===== src/design/cgs_pkg.sv =====
// ----------------------------------------------------------------------------
// cgs_pkg
// Shared types and constants for the color gradient sampler.
// ----------------------------------------------------------------------------
package cgs_pkg;

   localparam int MAX_STOPS_DEFAULT = 8;
   localparam int CHAN_W            = 16;
   localparam int NUM_CHAN          = 4;
   localparam int COLOR_W           = CHAN_W * NUM_CHAN;
   localparam int ENTRY_W           = CHAN_W + COLOR_W;   // {color, pos}
   localparam int IDX_W             = 3;
   localparam int COUNT_W           = 4;
   localparam int QUEUE_DEPTH       = 2;
   localparam int LEVEL_W           = 2;
   localparam int QUO_W             = CHAN_W + 1;         // local in 0..65536

   localparam logic FUNC_WRITE  = 1'b0;
   localparam logic FUNC_SAMPLE = 1'b1;

   typedef struct packed {
      logic                  func;
      logic [IDX_W-1:0]      stop_index;
      logic [CHAN_W-1:0]     stop_pos;
      logic [COLOR_W-1:0]    stop_color;   // alpha, blue, green, red (red lowest)
      logic [CHAN_W-1:0]     sample_pos;
   } item_type;

   typedef struct packed {
      logic                  valid;
      logic [LEVEL_W-1:0]    level;
   } queue_status_type;

   typedef enum logic [2:0] {
      ST_IDLE,
      ST_CHK0,
      ST_CHKL,
      ST_SCAN,
      ST_DIV,
      ST_MUL,
      ST_ADD,
      ST_OUT
   } state_type;

endpackage


===== src/design/cgs_ram.sv =====
// ----------------------------------------------------------------------------
// cgs_ram
// Generic single-write, single-read RAM with registered read data.
// ----------------------------------------------------------------------------
module cgs_ram #(
   parameter int WIDTH = 8,
   parameter int DEPTH = 8
) (
   input  logic                     clock,
   input  logic                     wr_en,
   input  logic [$clog2(DEPTH)-1:0] wr_addr,
   input  logic [WIDTH-1:0]         wr_data,
   input  logic [$clog2(DEPTH)-1:0] rd_addr,
   output logic [WIDTH-1:0]         rd_data
);

   logic [WIDTH-1:0] mem_ff [DEPTH];
   logic [WIDTH-1:0] rd_data_ff;

   always_ff @(posedge clock) begin
      if (wr_en) begin
         mem_ff[wr_addr] <= wr_data;
      end
      rd_data_ff <= mem_ff[rd_addr];
   end

   assign rd_data = rd_data_ff;

endmodule


===== src/design/cgs_front.sv =====
// ----------------------------------------------------------------------------
// cgs_front
// Accepts request transactions, unpacks them and holds them in a short queue.
// ----------------------------------------------------------------------------
module cgs_front (
   input  logic                      clock,
   input  logic                      reset,
   input  logic                      req_tvalid,
   output logic                      req_tready,
   input  logic [103:0]              req_tdata,
   input  logic                      req_tuser,
   input  logic                      q_pop,
   output cgs_pkg::item_type         q_item,
   output cgs_pkg::queue_status_type q_status
);

   cgs_pkg::item_type              slot_ff [cgs_pkg::QUEUE_DEPTH];
   cgs_pkg::item_type              item_in;
   logic                           wr_ptr_ff, wr_ptr_in;
   logic                           rd_ptr_ff, rd_ptr_in;
   logic [cgs_pkg::LEVEL_W-1:0]    level_ff, level_in;
   logic                           push;
   logic                           pop;

   // unpack and classify the incoming transaction
   always_comb begin
      item_in.func       = req_tuser;
      item_in.stop_index = req_tdata[2:0];
      item_in.stop_pos   = req_tdata[18:3];
      item_in.stop_color = req_tdata[82:19];
      item_in.sample_pos = (req_tuser == cgs_pkg::FUNC_SAMPLE) ? req_tdata[98:83] : '0;
   end

   assign req_tready = (level_ff != cgs_pkg::LEVEL_W'(cgs_pkg::QUEUE_DEPTH));
   assign push       = req_tvalid && req_tready;
   assign pop        = q_pop && (level_ff != '0);

   always_comb begin
      wr_ptr_in = push ? ~wr_ptr_ff : wr_ptr_ff;
      rd_ptr_in = pop  ? ~rd_ptr_ff : rd_ptr_ff;
      level_in  = level_ff + cgs_pkg::LEVEL_W'(push) - cgs_pkg::LEVEL_W'(pop);
   end

   always_ff @(posedge clock) begin
      if (reset) begin
         wr_ptr_ff <= 1'b0;
         rd_ptr_ff <= 1'b0;
         level_ff  <= '0;
      end else begin
         wr_ptr_ff <= wr_ptr_in;
         rd_ptr_ff <= rd_ptr_in;
         level_ff  <= level_in;
      end
   end

   always_ff @(posedge clock) begin
      if (push) begin
         slot_ff[wr_ptr_ff] <= item_in;
      end
   end

   assign q_item         = slot_ff[rd_ptr_ff];
   assign q_status.valid = (level_ff != '0);
   assign q_status.level = level_ff;

endmodule


===== src/design/cgs_back.sv =====
// ----------------------------------------------------------------------------
// cgs_back
// Executes queued items: stop writes into the stop RAM, and samples through
// a scan, a bit-serial divider and a per-channel multiply sequence.
// ----------------------------------------------------------------------------
module cgs_back #(
   parameter int MAX_STOPS = cgs_pkg::MAX_STOPS_DEFAULT
) (
   input  logic                             clock,
   input  logic                             reset,
   input  cgs_pkg::queue_status_type        q_status,
   input  cgs_pkg::item_type                q_item,
   output logic                             q_pop,
   input  logic [cgs_pkg::COUNT_W-1:0]      stop_count,
   output logic                             rsp_tvalid,
   input  logic                             rsp_tready,
   output logic [cgs_pkg::COLOR_W-1:0]      rsp_tdata,
   output logic                             busy
);

   localparam int AW = $clog2(MAX_STOPS);
   localparam int NW = $clog2(MAX_STOPS + 1);
   localparam int CW = cgs_pkg::CHAN_W;
   localparam int PW = 2 * CW + 3;

   cgs_pkg::state_type               state_ff, state_in;
   logic [CW-1:0]                    t_ff, t_in;
   logic [cgs_pkg::ENTRY_W-1:0]      prev_ff, prev_in;
   logic [cgs_pkg::COLOR_W-1:0]      cur_ff, cur_in;
   logic [AW-1:0]                    idx_ff, idx_in;
   logic [CW:0]                      rem_ff, rem_in;
   logic [CW-1:0]                    span_ff, span_in;
   logic [cgs_pkg::QUO_W-1:0]        quo_ff, quo_in;
   logic [4:0]                       cnt_ff, cnt_in;
   logic [1:0]                       ch_ff, ch_in;
   logic signed [PW-1:0]             prod_ff, prod_in;
   logic [cgs_pkg::COLOR_W-1:0]      res_ff, res_in;

   logic                             wr_en;
   logic [AW-1:0]                    wr_addr;
   logic [AW-1:0]                    rd_addr;
   logic [cgs_pkg::ENTRY_W-1:0]      rd_data;
   logic [CW-1:0]                    rd_pos;
   logic [CW-1:0]                    prev_pos;
   logic [NW-1:0]                    n_stops;
   logic [AW-1:0]                    last_idx;
   logic [CW:0]                      cand;
   logic                             ge;
   logic [CW-1:0]                    chan_a;
   logic [CW-1:0]                    chan_b;
   logic signed [CW+1:0]             diff;

   cgs_ram #(
      .WIDTH (cgs_pkg::ENTRY_W),
      .DEPTH (MAX_STOPS)
   ) u_stop_ram (
      .clock   (clock),
      .wr_en   (wr_en),
      .wr_addr (wr_addr),
      .wr_data ({q_item.stop_color, q_item.stop_pos}),
      .rd_addr (rd_addr),
      .rd_data (rd_data)
   );

   assign n_stops  = (32'(stop_count) > MAX_STOPS) ? NW'(MAX_STOPS) : NW'(stop_count);
   assign last_idx = AW'(n_stops - NW'(1));
   assign rd_pos   = rd_data[CW-1:0];
   assign prev_pos = prev_ff[CW-1:0];
   assign wr_addr  = AW'(q_item.stop_index);
   assign cand     = (cnt_ff == 5'd16) ? rem_ff : {rem_ff[CW-1:0], 1'b0};
   assign ge       = (cand >= {1'b0, span_ff});
   assign chan_a   = prev_ff[CW + 32'(ch_ff) * CW +: CW];
   assign chan_b   = cur_ff[32'(ch_ff) * CW +: CW];
   assign diff     = $signed({2'b00, chan_b}) - $signed({2'b00, chan_a});

   always_comb begin
      state_in = state_ff;
      t_in     = t_ff;
      prev_in  = prev_ff;
      cur_in   = cur_ff;
      idx_in   = idx_ff;
      rem_in   = rem_ff;
      span_in  = span_ff;
      quo_in   = quo_ff;
      cnt_in   = cnt_ff;
      ch_in    = ch_ff;
      prod_in  = prod_ff;
      res_in   = res_ff;
      q_pop    = 1'b0;
      wr_en    = 1'b0;
      rd_addr  = '0;
      case (state_ff)
         cgs_pkg::ST_IDLE: begin
            if (q_status.valid) begin
               q_pop = 1'b1;
               if (q_item.func == cgs_pkg::FUNC_WRITE) begin
                  wr_en = (32'(q_item.stop_index) < MAX_STOPS);
               end else begin
                  t_in = q_item.sample_pos;
                  if (n_stops == '0) begin
                     res_in   = '0;
                     state_in = cgs_pkg::ST_OUT;
                  end else begin
                     state_in = cgs_pkg::ST_CHK0;
                  end
               end
            end
         end
         cgs_pkg::ST_CHK0: begin
            if (n_stops == NW'(1) || t_ff <= rd_pos) begin
               res_in   = rd_data[cgs_pkg::ENTRY_W-1:CW];
               state_in = cgs_pkg::ST_OUT;
            end else begin
               prev_in  = rd_data;
               rd_addr  = last_idx;
               state_in = cgs_pkg::ST_CHKL;
            end
         end
         cgs_pkg::ST_CHKL: begin
            if (t_ff >= rd_pos) begin
               res_in   = rd_data[cgs_pkg::ENTRY_W-1:CW];
               state_in = cgs_pkg::ST_OUT;
            end else begin
               rd_addr  = AW'(1);
               idx_in   = AW'(1);
               state_in = cgs_pkg::ST_SCAN;
            end
         end
         cgs_pkg::ST_SCAN: begin
            if (t_ff <= rd_pos || idx_ff == last_idx) begin
               cur_in = rd_data[cgs_pkg::ENTRY_W-1:CW];
               quo_in = '0;
               ch_in  = '0;
               if (rd_pos > prev_pos && t_ff >= prev_pos) begin
                  rem_in   = {1'b0, t_ff - prev_pos};
                  span_in  = rd_pos - prev_pos;
                  cnt_in   = 5'd16;
                  state_in = cgs_pkg::ST_DIV;
               end else begin
                  state_in = cgs_pkg::ST_MUL;
               end
            end else begin
               prev_in = rd_data;
               idx_in  = idx_ff + AW'(1);
               rd_addr = idx_ff + AW'(1);
            end
         end
         cgs_pkg::ST_DIV: begin
            rem_in = ge ? (cand - {1'b0, span_ff}) : cand;
            quo_in = {quo_ff[cgs_pkg::QUO_W-2:0], ge};
            cnt_in = cnt_ff - 5'd1;
            if (cnt_ff == '0) begin
               state_in = cgs_pkg::ST_MUL;
            end
         end
         cgs_pkg::ST_MUL: begin
            // both operands sign-extend to the product width
            prod_in  = diff * $signed({1'b0, quo_ff});
            state_in = cgs_pkg::ST_ADD;
         end
         cgs_pkg::ST_ADD: begin
            // floor divide by 65536 is an arithmetic shift; keep the low 16 bits
            res_in[32'(ch_ff) * CW +: CW] = chan_a + prod_ff[2*CW-1:CW];
            ch_in = ch_ff + 2'd1;
            state_in = (ch_ff == 2'd3) ? cgs_pkg::ST_OUT : cgs_pkg::ST_MUL;
         end
         cgs_pkg::ST_OUT: begin
            if (rsp_tready) begin
               state_in = cgs_pkg::ST_IDLE;
            end
         end
         default: begin
            state_in = cgs_pkg::ST_IDLE;
         end
      endcase
   end

   always_ff @(posedge clock) begin
      if (reset) begin
         state_ff <= cgs_pkg::ST_IDLE;
      end else begin
         state_ff <= state_in;
      end
   end

   always_ff @(posedge clock) begin
      t_ff    <= t_in;
      prev_ff <= prev_in;
      cur_ff  <= cur_in;
      idx_ff  <= idx_in;
      rem_ff  <= rem_in;
      span_ff <= span_in;
      quo_ff  <= quo_in;
      cnt_ff  <= cnt_in;
      ch_ff   <= ch_in;
      prod_ff <= prod_in;
      res_ff  <= res_in;
   end

   assign rsp_tvalid = (state_ff == cgs_pkg::ST_OUT);
   assign rsp_tdata  = res_ff;
   assign busy       = (state_ff != cgs_pkg::ST_IDLE);

endmodule


===== src/design/color_gradient_sampler_core.sv =====
// ----------------------------------------------------------------------------
// color_gradient_sampler_core
// Piecewise-linear RGBA color ramp with a writable stop table.
// ----------------------------------------------------------------------------
// A request transaction either writes one gradient stop (tuser 0) or samples
// the ramp (tuser 1) and returns one RGBA color. Stops live in slots
// 0..stop_count-1 and are expected in ascending position order. Requests
// enter a two-entry queue, so the input keeps accepting, until the queue is
// full, while a result waits to be taken; a sequencer behind the queue
// executes one request at a time. A sample with no stops skips the search,
// and one that lands on an end stop returns that stop's color. Otherwise the
// sequencer scans 1 to MAX_STOPS-1 stops through the stop RAM's single read
// port, a bit-serial divider forms the local fraction, and a shared
// multiplier walks the four channels. The divider is skipped when the
// bracketing stops have a zero or negative span or the sample lies below the
// lower stop. The result then waits until rsp_tready takes it.
// ----------------------------------------------------------------------------
module color_gradient_sampler_core #(
   parameter int MAX_STOPS = cgs_pkg::MAX_STOPS_DEFAULT
) (
   input  logic                         clock,
   input  logic                         reset,
   // request channel
   input  logic                         req_tvalid,
   output logic                         req_tready,
   // tdata, low bit up: stop_index[3], stop_pos[16], stop_red[16],
   // stop_green[16], stop_blue[16], stop_alpha[16], sample_pos[16], zero pad[5]
   input  logic [103:0]                 req_tdata,
   // tuser: func (0 write stop, 1 sample)
   input  logic                         req_tuser,
   // response channel
   output logic                         rsp_tvalid,
   input  logic                         rsp_tready,
   // tdata, low bit up: out_red[16], out_green[16], out_blue[16], out_alpha[16]
   output logic [63:0]                  rsp_tdata,
   // stop_count register
   input  logic                         csr_wr_en,
   input  logic [cgs_pkg::COUNT_W-1:0]  csr_wr_data
);

   cgs_pkg::item_type                q_item;
   cgs_pkg::queue_status_type        q_status;
   logic                             q_pop;
   logic                             back_busy;
   logic [cgs_pkg::COUNT_W-1:0]      stop_count_ff;

   // hold the stop count; software must write it only while the block is idle (not enforced here)
   always_ff @(posedge clock) begin
      if (reset) begin
         stop_count_ff <= '0;
      end else if (csr_wr_en) begin
         stop_count_ff <= csr_wr_data;
      end
   end

   // front: accept and unpack transactions, queue them
   cgs_front u_front (
      .clock      (clock),
      .reset      (reset),
      .req_tvalid (req_tvalid),
      .req_tready (req_tready),
      .req_tdata  (req_tdata),
      .req_tuser  (req_tuser),
      .q_pop      (q_pop),
      .q_item     (q_item),
      .q_status   (q_status)
   );

   // back: write stops, or scan, divide and interpolate for a sample
   cgs_back #(
      .MAX_STOPS (MAX_STOPS)
   ) u_back (
      .clock      (clock),
      .reset      (reset),
      .q_status   (q_status),
      .q_item     (q_item),
      .q_pop      (q_pop),
      .stop_count (stop_count_ff),
      .rsp_tvalid (rsp_tvalid),
      .rsp_tready (rsp_tready),
      .rsp_tdata  (rsp_tdata),
      .busy       (back_busy)
   );

   // queue never overfills
   a_queue_bound: assert property (@(posedge clock) disable iff (reset)
      q_status.level <= cgs_pkg::LEVEL_W'(cgs_pkg::QUEUE_DEPTH))
      else $error("request queue overflow");

   // a pending response always belongs to an active sequencer
   a_rsp_busy: assert property (@(posedge clock) disable iff (reset)
      rsp_tvalid |-> back_busy)
      else $error("response valid while sequencer idle");

   // after a response is taken the sequencer returns to idle first
   a_rsp_drop: assert property (@(posedge clock) disable iff (reset)
      (rsp_tvalid && rsp_tready) |=> !rsp_tvalid)
      else $error("response repeated");

   // a full queue must stall the request side
   a_full_stall: assert property (@(posedge clock) disable iff (reset)
      (q_status.level == cgs_pkg::LEVEL_W'(cgs_pkg::QUEUE_DEPTH)) |-> !req_tready)
      else $error("ready while queue full");

endmodule

===== config.mk =====
export PLATFORM = sky130hd
export DESIGN_NAME = color_gradient_sampler_core
export DESIGN_NICKNAME = d
export VERILOG_FILES = /design/src/design/cgs_pkg.sv /design/src/design/cgs_ram.sv /design/src/design/cgs_front.sv /design/src/design/cgs_back.sv /design/src/design/color_gradient_sampler_core.sv
export SDC_FILE = /design/constraint.sdc
export NUM_CORES = 2
export LEC_CHECK = 0
export BUFFER_PORTS_ARGS = -buffer_cell sky130_fd_sc_hd__buf_2
export CORE_MARGIN = 2
export CORE_UTILIZATION = 51
export CTS_CLUSTER_SIZE = 20
export DETAILED_ROUTE_END_ITERATION = 10
export PLACE_DENSITY = 0.67
export SETUP_SLACK_MARGIN = 0.2
export SLEW_MARGIN = 20
export SYNTH_ARGS = -nofsm -noshare
export SYNTH_HDL_FRONTEND = slang
export SYNTH_SLANG_ARGS = --single-unit

===== constraint.sdc =====
create_clock -name clock -period 11.4 [get_ports clock]
set_input_delay 0.57 -clock clock [delete_from_list [all_inputs] [get_ports clock]]
set_output_delay 0.57 -clock clock [all_outputs]
set_load 0.05 [all_outputs]

==> run metrics <==
status finished, final reports clean; Setup TNS 0 ps; WP data required 11,870 ps; most frequent cells in the layout edfxtp_1, nand2_1, inv_1, fa_1, ha_1; critical path endpoint category flop; setup repair after global routing missed its margin false; met3 WL 8.93 mm; global-route wire length before repair 210 mm; most common cell after layout, fill and taps aside edfxtp_1; DRT met1 WL 60.4 mm; CP Launch Type flop; Post-DRT Antenna Nets 0; clk_lat worst skew 740 ps; Max Clk Rate 97.8 MHz; synthesized instance count 4,584; DR top layer met5; Max Cap Viol 0; die width 346 um; wire length on met2 65.5 mm; number of port buffers 174; H-tree depth 3; Final Setup Violations 0; row count 125; Die ar. 120,000 sq um; relative max-transition margin 28.0%; CP peak stage delay 860 ps; wire per inst 21.5 um; 1st-pass router iterations 6; Post-CTS Hold Fix Bufs 31; period utilisation layout 89.7%; Worst-Margin Slew 1080 ps; Fin. Hold Viols 0; min cycle time layout 10,220 ps; DRT iter0 DRCs 3,238; YS warnings 0; share of cells above drive strength 1 13.3%; Arr. time, crit path 10,690 ps; crit-path max FO 14; P&R area growth vs syn 11.7%; via count 35,900; vias in the first global route 35,500; CTS buffer count 121; largest net degree at the start of global routing 184; Post-Route WL 138 mm; Post-route DRC 0; core area 116,000 sq um; CP max stage cell edfxtp_1; Max Root-Sink Buffers 3; Synth Area per Inst 13.0 sq um; Final nets 5,322; Final Wtd Congestion 0.844; chip height 346 um; Clock transition at path regs 60 ps; Syn Nets 5,139; boundary pin count 180; CTS tree built; sequential share of the synthesized area 60.4%; # clock sinks 1,232; ys async rst share 0%; clk root buf clkbuf_16; HPWL after detailed placement 88.5 mm; commonest register cell after synthesis edfxtp_1; Worst Setup Path Type flop to flop; Post-CTS Setup Bufs 0; Total GRT Usage 22.9%; count of cell types in the netlist 86; Hold Path Class input pin to flop; Clock Skew 55.2 ps; max-slew violations 0; Starting Density 51.4%; Mapped Area 59,700 sq um; CTS resizes 0; global route total overflow 0; routed vias/inst 5.61; Worst path most repeated cell fa_1; initial antenna violation count 10; Yosys reg bits 1,232; Post-synth EDFFs 1,140
==> flip-flops by register name (all words and copies together) (netlist names), named ones only <==
register                   count
u_front.level_ff               2
u_front.rd_ptr_ff              1
u_front.slot_ff              200
u_back.rsp_tdata              64
u_back.span_ff                16
u_back.idx_ff                  3
u_back.rem_ff                 17
u_back.u_stop_ram.mem_ff     640
u_back.u_stop_ram.rd_data     80
u_back.quo_ff                 17
u_back.prev_ff                80
u_back.prod_ff                16
u_back.t_ff                   16
u_back.state_ff                3
u_back.cnt_ff                  5
u_back.cur_ff                 64
stop_count_ff                  4
u_front.wr_ptr_ff              1
u_back.ch_ff                   2
==> synthesized netlist by cell type, types with 5 or more instances <==
library cell,n,area [sq um]
a211oi_1,84,631
a21boi_0,5,37.5
a21o_1,29,218
a21oi_1,117,586
a22oi_1,25,188
a311oi_1,82,718
a31o_1,80,701
a31o_2,5,43.8
a31oi_1,10,62.6
and2_1,179,1120
and3_1,23,144
buf_1,14,52.6
buf_2,55,275
buf_4,14,105
buf_6,7,78.8
clkbuf_1,125,469
dfxtp_1,92,1840
edfxtp_1,1140,34200
fa_1,228,4560
ha_1,213,2670
inv_1,392,1470
mux2_2,113,1270
mux2i_1,20,200
mux4_2,32,721
nand2_1,742,2790
nand2b_1,13,81.3
nand3_1,181,906
nand4_1,10,62.6
nor2_1,102,383
nor2b_1,93,582
nor3_1,27,135
o2111ai_1,5,43.8
o211ai_1,6,45.0
o21a_1,18,135
o21ai_0,117,586
o21bai_1,6,45.0
o31ai_1,5,37.5
or2_2,14,87.6
or3_1,9,56.3
xnor2_1,62,543
xor2_1,23,201
==> kinds of logic (layout without fill, tap and decap cells) <==
group | count (synthesis) | after routing | share of synthesized area [%]
multiplexers | 166 | 166 | 3.70
XOR/XNOR | 87 | 87 | 1.31
AO/OA/AOI/OAI | 632 | 632 | 7.40
AND/OR/NAND/NOR | 1417 | 1417 | 11.0
buffers and inverters | 609 | 899 | 4.12
flip-flops | 1232 | 1232 | 60.4
other | 0 | 2 | 0
adder cells (fa/ha/maj) | 441 | 441 | 12.1
==> layer usage <==
layer,vias up,track usage (%)
met3,180,3.57
met4,4,5.54
li1,16700,-
met5,-,0
met2,1095,37.6
met1,18000,32.1
==> per-stage QoR <==
stage,util [%],setup WS (ps),instances,hold slack (ps),cell area [sq um]
floorplan,-,1880,4584,425,59700
global placement,53.6,1300,6137,439,62300
detailed placement,53.6,1140,6137,439,62300
CTS,57.4,1080,6398,0.112,66700
global route,57.4,462,6399,16.8,66700
finish,57.4,1180,6400,39.6,66700
==> area by class of cell <==
class / count / area (sq um)
inverter: 394 / 1480
fill: 9144 / 49500
sequential: 1232 / 36100
clock inverter: 62 / 682
timing repair buffer: 275 / 1740
multi-input combinational: 2743 / 21400
antenna: 2 / 5.00
clock buffer: 168 / 3430
tap: 1524 / 1910
==> worst max-delay path, delay by kind of cell (launching register included) <==
kind | cells | cell delay, ps
compound gates | 9 | 1850
fa+ha+maj | 9 | 4040
flops | 1 | 860
mux | 1 | 660
xor+xnor | 2 | 1080
simple gates | 5 | 1210
buf+inv | 5 | 240
==> worst paths after layout <==
| kind | cells past startpoint | endpoint | slack (ps) | from |
|---|---|---|---|---|
| setup / recovery | 31 | u_back.prod_ff[31] | 1180 | u_back.ch_ff[0] |
| hold / removal | 1 | u_front.slot_ff[0][42] | 40 | req_tdata[45] |
| hold reg to reg | 0 | u_back.cur_ff[51] | 450 | u_back.u_stop_ram.rd_data[67] |
| setup reg to reg | 31 | u_back.prod_ff[31] | 1180 | u_back.ch_ff[0] |
Power is not shown: default switching activity piles up to over one toggle a cycle in this logic, so the estimate is an artifact.
